$ cat config.mk
export PLATFORM = sky130hd
export DESIGN_NAME = assembler_number_literal_parser_top_flat
export DESIGN_NICKNAME = d
export VERILOG_FILES = /design/src/rtl/anlp_pkg.sv /design/src/rtl/anlp_channels.sv /design/src/rtl/anlp_accum.sv /design/src/rtl/assembler_number_literal_parser_top.sv /design/src/flat_wrapper.sv
export VERILOG_INCLUDE_DIRS = /design/src /design/src/rtl
export SDC_FILE = /design/constraint.sdc
export NUM_CORES = 1
export LEC_CHECK = 0
export ABC_AREA = 1
export BUFFER_PORTS_ARGS = -buffer_cell sky130_fd_sc_hd__buf_4
export CORE_MARGIN = 4
export CORE_UTILIZATION = 30
export CTS_CLUSTER_SIZE = 40
export DETAILED_ROUTE_END_ITERATION = 7
export PLACE_DENSITY = 0.52
export SKIP_CTS_REPAIR_TIMING = 1
export SYNTH_ARGS = -nofsm -noshare
export SYNTH_HDL_FRONTEND = slang
export SYNTH_SLANG_ARGS = --single-unit
export TNS_END_PERCENT = 100
$ cat constraint.sdc
create_clock -name clock -period 7.3 [get_ports clock]
set_clock_uncertainty 0.2 [all_clocks]
set_input_delay 1.46 -clock clock [delete_from_list [all_inputs] [get_ports clock]]
set_output_delay 1.46 -clock clock [all_outputs]
set_load 0.05 [all_outputs]
$ cat src/rtl/assembler_number_literal_parser_top_defines.svh
// Assertion macros shared by the number literal parser RTL.
`ifndef ASSEMBLER_NUMBER_LITERAL_PARSER_TOP_DEFINES_SVH
`define ASSEMBLER_NUMBER_LITERAL_PARSER_TOP_DEFINES_SVH

// Same-cycle implication, checked outside reset.
`define ANLP_ASSERT_IMP(lbl, clk, rst, ante, cons) \
   lbl: assert property (@(posedge clk) disable iff (rst) (ante) |-> (cons)) \
      else $error("number literal parser assertion failed");

// Next-cycle implication, checked outside reset.
`define ANLP_ASSERT_NXT(lbl, clk, rst, ante, cons) \
   lbl: assert property (@(posedge clk) disable iff (rst) (ante) |=> (cons)) \
      else $error("number literal parser assertion failed");

`endif

$ cat src/rtl/anlp_pkg.sv
// Package: types, character codes and helper functions of the number literal parser.
package anlp_pkg;

   localparam int CH_W             = 8;
   localparam int WORD_W           = 16;
   localparam int DIGIT_W          = 4;
   localparam int MAX_TOKEN_CHARS_DEFAULT = 100;

   // ASCII codes the parser looks for.
   localparam logic [CH_W-1:0] CH_NUL     = 8'h00;
   localparam logic [CH_W-1:0] CH_MINUS   = 8'h2D;
   localparam logic [CH_W-1:0] CH_ZERO    = 8'h30;
   localparam logic [CH_W-1:0] CH_NINE    = 8'h39;
   localparam logic [CH_W-1:0] CH_UPPER_A = 8'h41;
   localparam logic [CH_W-1:0] CH_UPPER_F = 8'h46;
   localparam logic [CH_W-1:0] CH_UPPER_H = 8'h48;
   localparam logic [CH_W-1:0] CH_LOWER_A = 8'h61;
   localparam logic [CH_W-1:0] CH_LOWER_F = 8'h66;
   localparam logic [CH_W-1:0] CH_LOWER_H = 8'h68;

   // One character of a token.
   typedef struct packed {
      logic [CH_W-1:0] ch;
      logic            last_char;
   } anlp_char_type;

   // One parsed result.
   typedef struct packed {
      logic [WORD_W-1:0] value;
      logic              is_number;
   } anlp_result_type;

   // Classification of a character as a hex digit.
   typedef struct packed {
      logic               ok;
      logic [DIGIT_W-1:0] val;
   } anlp_digit_type;

   function automatic anlp_digit_type anlp_hex_digit(input logic [CH_W-1:0] c);
      anlp_digit_type d;
      logic [CH_W-1:0] diff;
      d    = '0;
      diff = '0;
      if (c >= CH_ZERO && c <= CH_NINE) begin
         diff  = c - CH_ZERO;
         d.ok  = 1'b1;
         d.val = diff[DIGIT_W-1:0];
      end else if (c >= CH_LOWER_A && c <= CH_LOWER_F) begin
         diff  = c - CH_LOWER_A + 8'd10;
         d.ok  = 1'b1;
         d.val = diff[DIGIT_W-1:0];
      end else if (c >= CH_UPPER_A && c <= CH_UPPER_F) begin
         diff  = c - CH_UPPER_A + 8'd10;
         d.ok  = 1'b1;
         d.val = diff[DIGIT_W-1:0];
      end
      return d;
   endfunction

endpackage

$ cat src/rtl/anlp_channels.sv
// Valid/ready channel interfaces for characters in and parsed words out.
interface anlp_req_if
   import anlp_pkg::*;
();
   logic            valid;
   logic            ready;
   logic [CH_W-1:0] ch;
   logic            last_char;

   modport source (output valid, output ch, output last_char, input ready);
   modport sink   (input valid, input ch, input last_char, output ready);
endinterface

interface anlp_rsp_if
   import anlp_pkg::*;
();
   logic              valid;
   logic              ready;
   logic [WORD_W-1:0] value;
   logic              is_number;

   modport source (output valid, output value, output is_number, input ready);
   modport sink   (input valid, input value, input is_number, output ready);
endinterface

$ cat src/rtl/anlp_accum.sv
// Token state: decimal and hex accumulators, sign, validity and character count.
`include "assembler_number_literal_parser_top_defines.svh"

module anlp_accum
   import anlp_pkg::*;
#(
   parameter int MAX_TOKEN_CHARS = MAX_TOKEN_CHARS_DEFAULT
) (
   input  logic            clock,
   input  logic            reset,
   input  logic            take,
   input  anlp_char_type   char_in,
   output anlp_result_type result
);

   localparam int CNT_W = $clog2(MAX_TOKEN_CHARS + 1);
   localparam logic [CNT_W-1:0] CNT_MAX = CNT_W'(MAX_TOKEN_CHARS);

   logic [WORD_W-1:0] dec_ff, dec_in;
   logic [WORD_W-1:0] hex_ff, hex_in;
   logic              neg_ff, neg_in;
   logic              decv_ff, decv_in;
   logic              hexv_ff, hexv_in;
   logic              pend_ff, pend_in;
   logic [CNT_W-1:0]  cnt_ff, cnt_in;

   anlp_digit_type    hd;
   logic [WORD_W-1:0] word;
   logic              ok;
   logic              is_digit;
   logic              is_h;

   // Fold the current character into the token state.
   always_comb begin
      hd       = anlp_hex_digit(char_in.ch);
      is_digit = (char_in.ch >= CH_ZERO) && (char_in.ch <= CH_NINE);
      is_h     = (char_in.ch == CH_LOWER_H) || (char_in.ch == CH_UPPER_H);
      dec_in   = dec_ff;
      hex_in   = hex_ff;
      neg_in   = neg_ff;
      decv_in  = decv_ff;
      hexv_in  = hexv_ff;
      pend_in  = pend_ff;
      cnt_in   = cnt_ff;
      if (cnt_ff < CNT_MAX) begin
         if (char_in.ch == CH_NUL) begin
            cnt_in = CNT_MAX;
         end else begin
            cnt_in = cnt_ff + 1'b1;
            if (cnt_ff == '0 && char_in.ch == CH_MINUS) begin
               neg_in = 1'b1;
            end else begin
               // Decimal path: multiply by ten as two shifts and an add.
               if (is_digit) begin
                  dec_in = (dec_ff << 3) + (dec_ff << 1) + WORD_W'(hd.val);
               end else begin
                  decv_in = 1'b0;
               end
               // Hex path: a suffix seen earlier was not the last character.
               if (pend_ff) begin
                  hexv_in = 1'b0;
               end
               pend_in = is_h;
               if (!is_h) begin
                  if (hd.ok) begin
                     hex_in = {hex_ff[WORD_W-DIGIT_W-1:0], hd.val};
                  end else begin
                     hexv_in = 1'b0;
                  end
               end
            end
         end
      end
   end

   // Pick the path by the suffix and apply the sign.
   always_comb begin
      word = pend_in ? hex_in : dec_in;
      ok   = pend_in ? hexv_in : decv_in;
      result.is_number = ok;
      if (!ok) begin
         result.value = '0;
      end else if (neg_in) begin
         result.value = '0 - word;
      end else begin
         result.value = word;
      end
   end

   // State registers; reset and the final character of a token clear them.
   always_ff @(posedge clock) begin
      if (reset || (take && char_in.last_char)) begin
         dec_ff  <= '0;
         hex_ff  <= '0;
         neg_ff  <= 1'b0;
         decv_ff <= 1'b1;
         hexv_ff <= 1'b1;
         pend_ff <= 1'b0;
         cnt_ff  <= '0;
      end else if (take) begin
         dec_ff  <= dec_in;
         hex_ff  <= hex_in;
         neg_ff  <= neg_in;
         decv_ff <= decv_in;
         hexv_ff <= hexv_in;
         pend_ff <= pend_in;
         cnt_ff  <= cnt_in;
      end
   end

   // The count saturates at the token limit, a sign is only taken as the first character,
   // and a token end starts afresh.
   `ANLP_ASSERT_IMP(a_cnt_bound, clock, reset, 1'b1, cnt_ff <= CNT_MAX)
   `ANLP_ASSERT_IMP(a_neg_first, clock, reset, neg_ff, cnt_ff != '0)
   `ANLP_ASSERT_NXT(a_token_clear, clock, reset, take && char_in.last_char, cnt_ff == '0 && decv_ff && hexv_ff && !pend_ff && !neg_ff)

endmodule

$ cat src/rtl/assembler_number_literal_parser_top.sv
// Top level of the number literal parser: input register, token state and result register.
// A final character passes the input register; its result then loads the result register.
// Throughput: one character per cycle; the result register may hold while characters flow.
// A stalled result stops only the final character of the next token in the input register.
// Reset (synchronous, active high) empties both registers and clears the token state.
`include "assembler_number_literal_parser_top_defines.svh"

module assembler_number_literal_parser_top
   import anlp_pkg::*;
#(
   parameter int MAX_TOKEN_CHARS = MAX_TOKEN_CHARS_DEFAULT
) (
   input logic        clock,
   input logic        reset,
   anlp_req_if.sink   req_chan,
   anlp_rsp_if.source rsp_chan
);

   logic            s1_valid_ff, s1_valid_in;
   anlp_char_type   s1_char_ff;
   logic            s1_take;
   logic            req_accept;

   logic            rsp_valid_ff, rsp_valid_in;
   anlp_result_type rsp_data_ff;
   anlp_result_type result;

   // The registered character moves on unless it ends a token and the result is still held.
   assign s1_take = s1_valid_ff &&
                    (!s1_char_ff.last_char || !rsp_valid_ff || rsp_chan.ready);
   assign req_chan.ready = !s1_valid_ff || s1_take;
   assign req_accept     = req_chan.valid && req_chan.ready;
   assign s1_valid_in    = req_accept || (s1_valid_ff && !s1_take);

   // Input register.
   always_ff @(posedge clock) begin
      if (reset) begin
         s1_valid_ff <= 1'b0;
      end else begin
         s1_valid_ff <= s1_valid_in;
      end
   end

   always_ff @(posedge clock) begin
      if (req_accept) begin
         s1_char_ff.ch        <= req_chan.ch;
         s1_char_ff.last_char <= req_chan.last_char;
      end
   end

   anlp_accum #(
      .MAX_TOKEN_CHARS(MAX_TOKEN_CHARS)
   ) u_accum (
      .clock  (clock),
      .reset  (reset),
      .take   (s1_take),
      .char_in(s1_char_ff),
      .result (result)
   );

   // Result register.
   always_comb begin
      rsp_valid_in = rsp_valid_ff;
      if (s1_take && s1_char_ff.last_char) begin
         rsp_valid_in = 1'b1;
      end else if (rsp_chan.ready) begin
         rsp_valid_in = 1'b0;
      end
   end

   always_ff @(posedge clock) begin
      if (reset) begin
         rsp_valid_ff <= 1'b0;
      end else begin
         rsp_valid_ff <= rsp_valid_in;
      end
   end

   always_ff @(posedge clock) begin
      if (s1_take && s1_char_ff.last_char) begin
         rsp_data_ff <= result;
      end
   end

   assign rsp_chan.valid     = rsp_valid_ff;
   assign rsp_chan.value     = rsp_data_ff.value;
   assign rsp_chan.is_number = rsp_data_ff.is_number;

   // An invalid token carries a zero word, a held character stays, a result is never overwritten.
   `ANLP_ASSERT_IMP(a_invalid_zero, clock, reset, rsp_valid_ff && !rsp_data_ff.is_number, rsp_data_ff.value == '0)
   `ANLP_ASSERT_NXT(a_s1_hold, clock, reset, s1_valid_ff && !s1_take, s1_valid_ff && $stable(s1_char_ff))
   `ANLP_ASSERT_IMP(a_no_overwrite, clock, reset, s1_take && s1_char_ff.last_char && rsp_valid_ff, rsp_chan.ready)

endmodule
$ cat src/flat_wrapper.sv
// flat-port wrapper written by rule: the top's interface ports become plain ports
module assembler_number_literal_parser_top_flat import anlp_pkg::*;
#(
   parameter int MAX_TOKEN_CHARS = MAX_TOKEN_CHARS_DEFAULT
)
  (clock, reset, req_chan_valid, req_chan_ch, req_chan_last_char, req_chan_ready, rsp_chan_valid, rsp_chan_value, rsp_chan_is_number, rsp_chan_ready);
  anlp_req_if req_chan_i ();
  anlp_rsp_if rsp_chan_i ();
  input logic clock;
  input logic reset;
  input wire logic [$bits(req_chan_i.valid)-1:0] req_chan_valid;
  input wire logic [$bits(req_chan_i.ch)-1:0] req_chan_ch;
  input wire logic [$bits(req_chan_i.last_char)-1:0] req_chan_last_char;
  output wire logic [$bits(req_chan_i.ready)-1:0] req_chan_ready;
  output wire logic [$bits(rsp_chan_i.valid)-1:0] rsp_chan_valid;
  output wire logic [$bits(rsp_chan_i.value)-1:0] rsp_chan_value;
  output wire logic [$bits(rsp_chan_i.is_number)-1:0] rsp_chan_is_number;
  input wire logic [$bits(rsp_chan_i.ready)-1:0] rsp_chan_ready;
  assign req_chan_i.valid = req_chan_valid;
  assign req_chan_i.ch = req_chan_ch;
  assign req_chan_i.last_char = req_chan_last_char;
  assign req_chan_ready = req_chan_i.ready;
  assign rsp_chan_valid = rsp_chan_i.valid;
  assign rsp_chan_value = rsp_chan_i.value;
  assign rsp_chan_is_number = rsp_chan_i.is_number;
  assign rsp_chan_i.ready = rsp_chan_ready;
  assembler_number_literal_parser_top #(.MAX_TOKEN_CHARS(MAX_TOKEN_CHARS)) u_core (.clock(clock), .reset(reset), .req_chan(req_chan_i), .rsp_chan(rsp_chan_i));
endmodule
==> results.json <==
{
  "cp.required_ps": 7200,
  "fin_crit_sh_pct": 64.5,
  "wl_met2_mm": 5.71,
  "netSwitchingFraction_pct": 27.9,
  "power.switching_uw": 299,
  "synth_nets": 765,
  "core_area_sq_mm": 0.0167,
  "critPathMaxFanout": 6,
  "htreeDepth": 3,
  "ys.warnings.count": 0,
  "drt-wirelength-per-cell_um": 12.5,
  "dp.cells": 949,
  "wl_met3_um": 453,
  "drtPass1Iterations": 6,
  "drcViolationCount": 0,
  "row_count": 47,
  "ff_latch_area_sq_mm": 0.00168,
  "netlist_instances": 716,
  "clk_latency_ps": 340,
  "final_cell_mix": "174 x nand2_1, 91 x inv_1, 67 x nand3_1",
  "hold_class": "reg2reg",
  "final_cell_count_no_fill": 965,
  "clk_path_buf_depth": 2,
  "power_frac_clock_pct": 41.8,
  "hold_viol_final": 0,
  "syn2layout_area_growth_pct": 13.6,
  "dp_slack_ps": 2250,
  "n_fill_cell": 1812,
  "crit_path_end_kind": "flop",
  "clkSinkCount": 71,
  "gp_congestion": 0.853,
  "p_leak_uw": 0.00274,
  "max-slew-margin-rel_pct": 44.3,
  "cts.clk_slew.worst_paths_ps": 60,
  "drtIter0Drc": 269,
  "power_uw": 1070,
  "max_freq_mhz": 212,
  "fin_ws_ps": 2590,
  "rsz0062_at_grt": "false",
  "ys_ff_latch": 71,
  "yosysSeqAreaShare_pct": 32.6,
  "power.internal_uw": 773,
  "die_x_um": 139,
  "numCtsBuffers": 9,
  "critPathKind": "reg2reg",
  "seq_power_share_pct": 41.2,
  "worstPathArrival_ps": 4610,
  "grt_usage_pct": 12.9,
  "outcome": "completed",
  "slew_violations": 0,
  "grt_pass1_wl_mm": 20.7,
  "grt_overflow": 0,
  "final_layout_size_suffix_gt1_share_pct": 14.1,
  "dr_total_vias": 4550,
  "avgSynthCellArea_sq_um": 7.20,
  "top_layer_used": "met4",
  "ys_types": 53,
  "setup_viol": 0,
  "routed_via_density": 4.72,
  "drv_cap": 0,
  "ios": 32,
  "combPwrFrac_pct": 17.0,
  "drtAntennaViolNets": 0,
  "nNetsFinal": 789,
  "multi_input_area_sq_mm": 0.00298,
  "antenna_found_initial": 0,
  "grt_max_degree": 55,
  "worst_pin_slew_ps": 836,
  "wl_met1_mm": 5.82,
  "initial_core_util_pct": 30.9,
  "totalWireLength_mm": 12.1,
  "cts-root-buf": "clkbuf_16",
  "fin_setup_tns_ps": 0,
  "min_period_ps": 4710,
  "worst_setup_path_start_kind": "flop",
  "p_per_area_mw_per_mm2": 183,
  "io_buffers": 31,
  "grt_pass1_vias": 4230,
  "peakVddDrop_mv": 0.124,
  "die-area_sq_mm": 0.0193,
  "n_antenna_cell": 0,
  "syn-cell-area_sq_mm": 0.00515,
  "die_h_um": 139,
  "dp_hpwl_mm": 9.27,
  "final_common_cell": "nand2_1",
  "cts_tree": "done"
}
critical path: stages, from the launching register on:
cell and delay [ps]:
edfxtp_1 450, inv_1 200, ha_1 190, nor2_1 50, nand2_1 120, nand2_1 70
nor2_1 280, o21ai_0 130, nand2_1 130, nand2_1 90, fa_1 480, inv_1 60
fa_1 500, nand3_1 120, nand2_1 120, xor2_1 180, o21ai_0 230, nand2_1 120
nand2_2 130, nand2_4 80, nor3_1 210, nand2_1 130, a21oi_1 140, nor2_1 60
sequential cells by signal, summed over array words and instances, names as in the netlist:
signal and cells:
u_core.rsp_chan.is_number 1, u_core.rsp_chan.valid 1, u_core.rsp_chan.value 16, u_core.s1_char_ff 9, u_core.s1_valid_ff 1, u_core.u_accum.cnt_ff 7, u_core.u_accum.dec_ff 16, u_core.u_accum.decv_ff 1
u_core.u_accum.hex_ff 16, u_core.u_accum.hexv_ff 1, u_core.u_accum.neg_ff 1, u_core.u_accum.pend_ff 1
kinds of logic after synthesis:
| family | Yosys count | synth area share [%] |
|---|---|---|
| AOI/OAI and AO/OA | 118 | 13.5 |
| and+or+nand+nor | 365 | 34.0 |
| xor gates and xnor gates | 7 | 1.19 |
| buffers and inverters | 119 | 9.61 |
| adders and majority gates | 36 | 9.03 |
| DFF | 71 | 32.6 |
final timing paths:
check,start,end,slack (ps),cells past startpoint
max,u_core.s1_char_ff[1],u_core.rsp_chan.value[15],2590,23
min,u_core.u_accum.hexv_ff,u_core.u_accum.hexv_ff,250,2
max reg2reg,u_core.s1_char_ff[1],u_core.rsp_chan.value[15],2590,23
min reg2reg,u_core.u_accum.hexv_ff,u_core.u_accum.hexv_ff,250,2
metal layers:
metal | track usage [%] | up-vias
met3 | 2.79 | 11
met2 | 21.3 | 88
met5 | 0 | -
met4 | 2.78 | 0
li1 | - | 2415
met1 | 17.3 | 2036
through the flow:
step	hold WS (ps)	utilization (%)	cell area, sq um
after floorplan	219	-	5150
after global placement	235	33.3	5560
after detailed placement	234	33.3	5560
after CTS	248	35.1	5860
after global routing	285	35.1	5860
final	248	35.1	5860
layout make-up:
class	count	share of cell area (%)
sequential	71	28.7
clock inverter	4	0.769
multi-input combinational	526	50.8
tap	220	4.70
timing repair buffer	31	3.97
clock buffer	12	4.38
inverter	101	6.64
cell usage after synthesis (all sizes together):
cell type | count | area (sq um)
nor3 | 3 | 15.0
buf | 8 | 68.8
nor3b | 2 | 20.0
a21boi | 2 | 15.0
a311oi | 1 | 8.76
o211ai | 19 | 143
xor2 | 5 | 43.8
clkbuf | 10 | 37.5
and2 | 1 | 6.26
o21ai | 45 | 244
a211oi | 1 | 7.51
nand4 | 13 | 96.3
nor2 | 69 | 324
dfxtp | 45 | 901
o21a | 2 | 15.0
o21bai | 1 | 7.51
a31oi | 1 | 6.26
ha | 34 | 425
o22ai | 3 | 25.0
nor2b | 1 | 6.26
o2111ai | 1 | 8.76
xnor2 | 2 | 17.5
edfxtp | 26 | 781
nand2 | 196 | 830
clkinv | 2 | 7.51
nand3 | 73 | 410
inv | 99 | 382
nand3b | 1 | 7.51
o31ai | 1 | 7.51
or2 | 6 | 37.5
fa | 2 | 40.0
a21oi | 41 | 209
power by group through the flow:
stage | Clock [uW] | Sequential [uW] | Combinational (uW)
2_1_floorplan | 0 | 452 | 140
3_3_place_gp | 0 | 450 | 183
3_5_place_dp | 0 | 450 | 184
4_1_cts | 462 | 442 | 185
5_1_grt | 480 | 444 | 210
6_report | 448 | 442 | 182
Power figures use the tool's default switching activity.
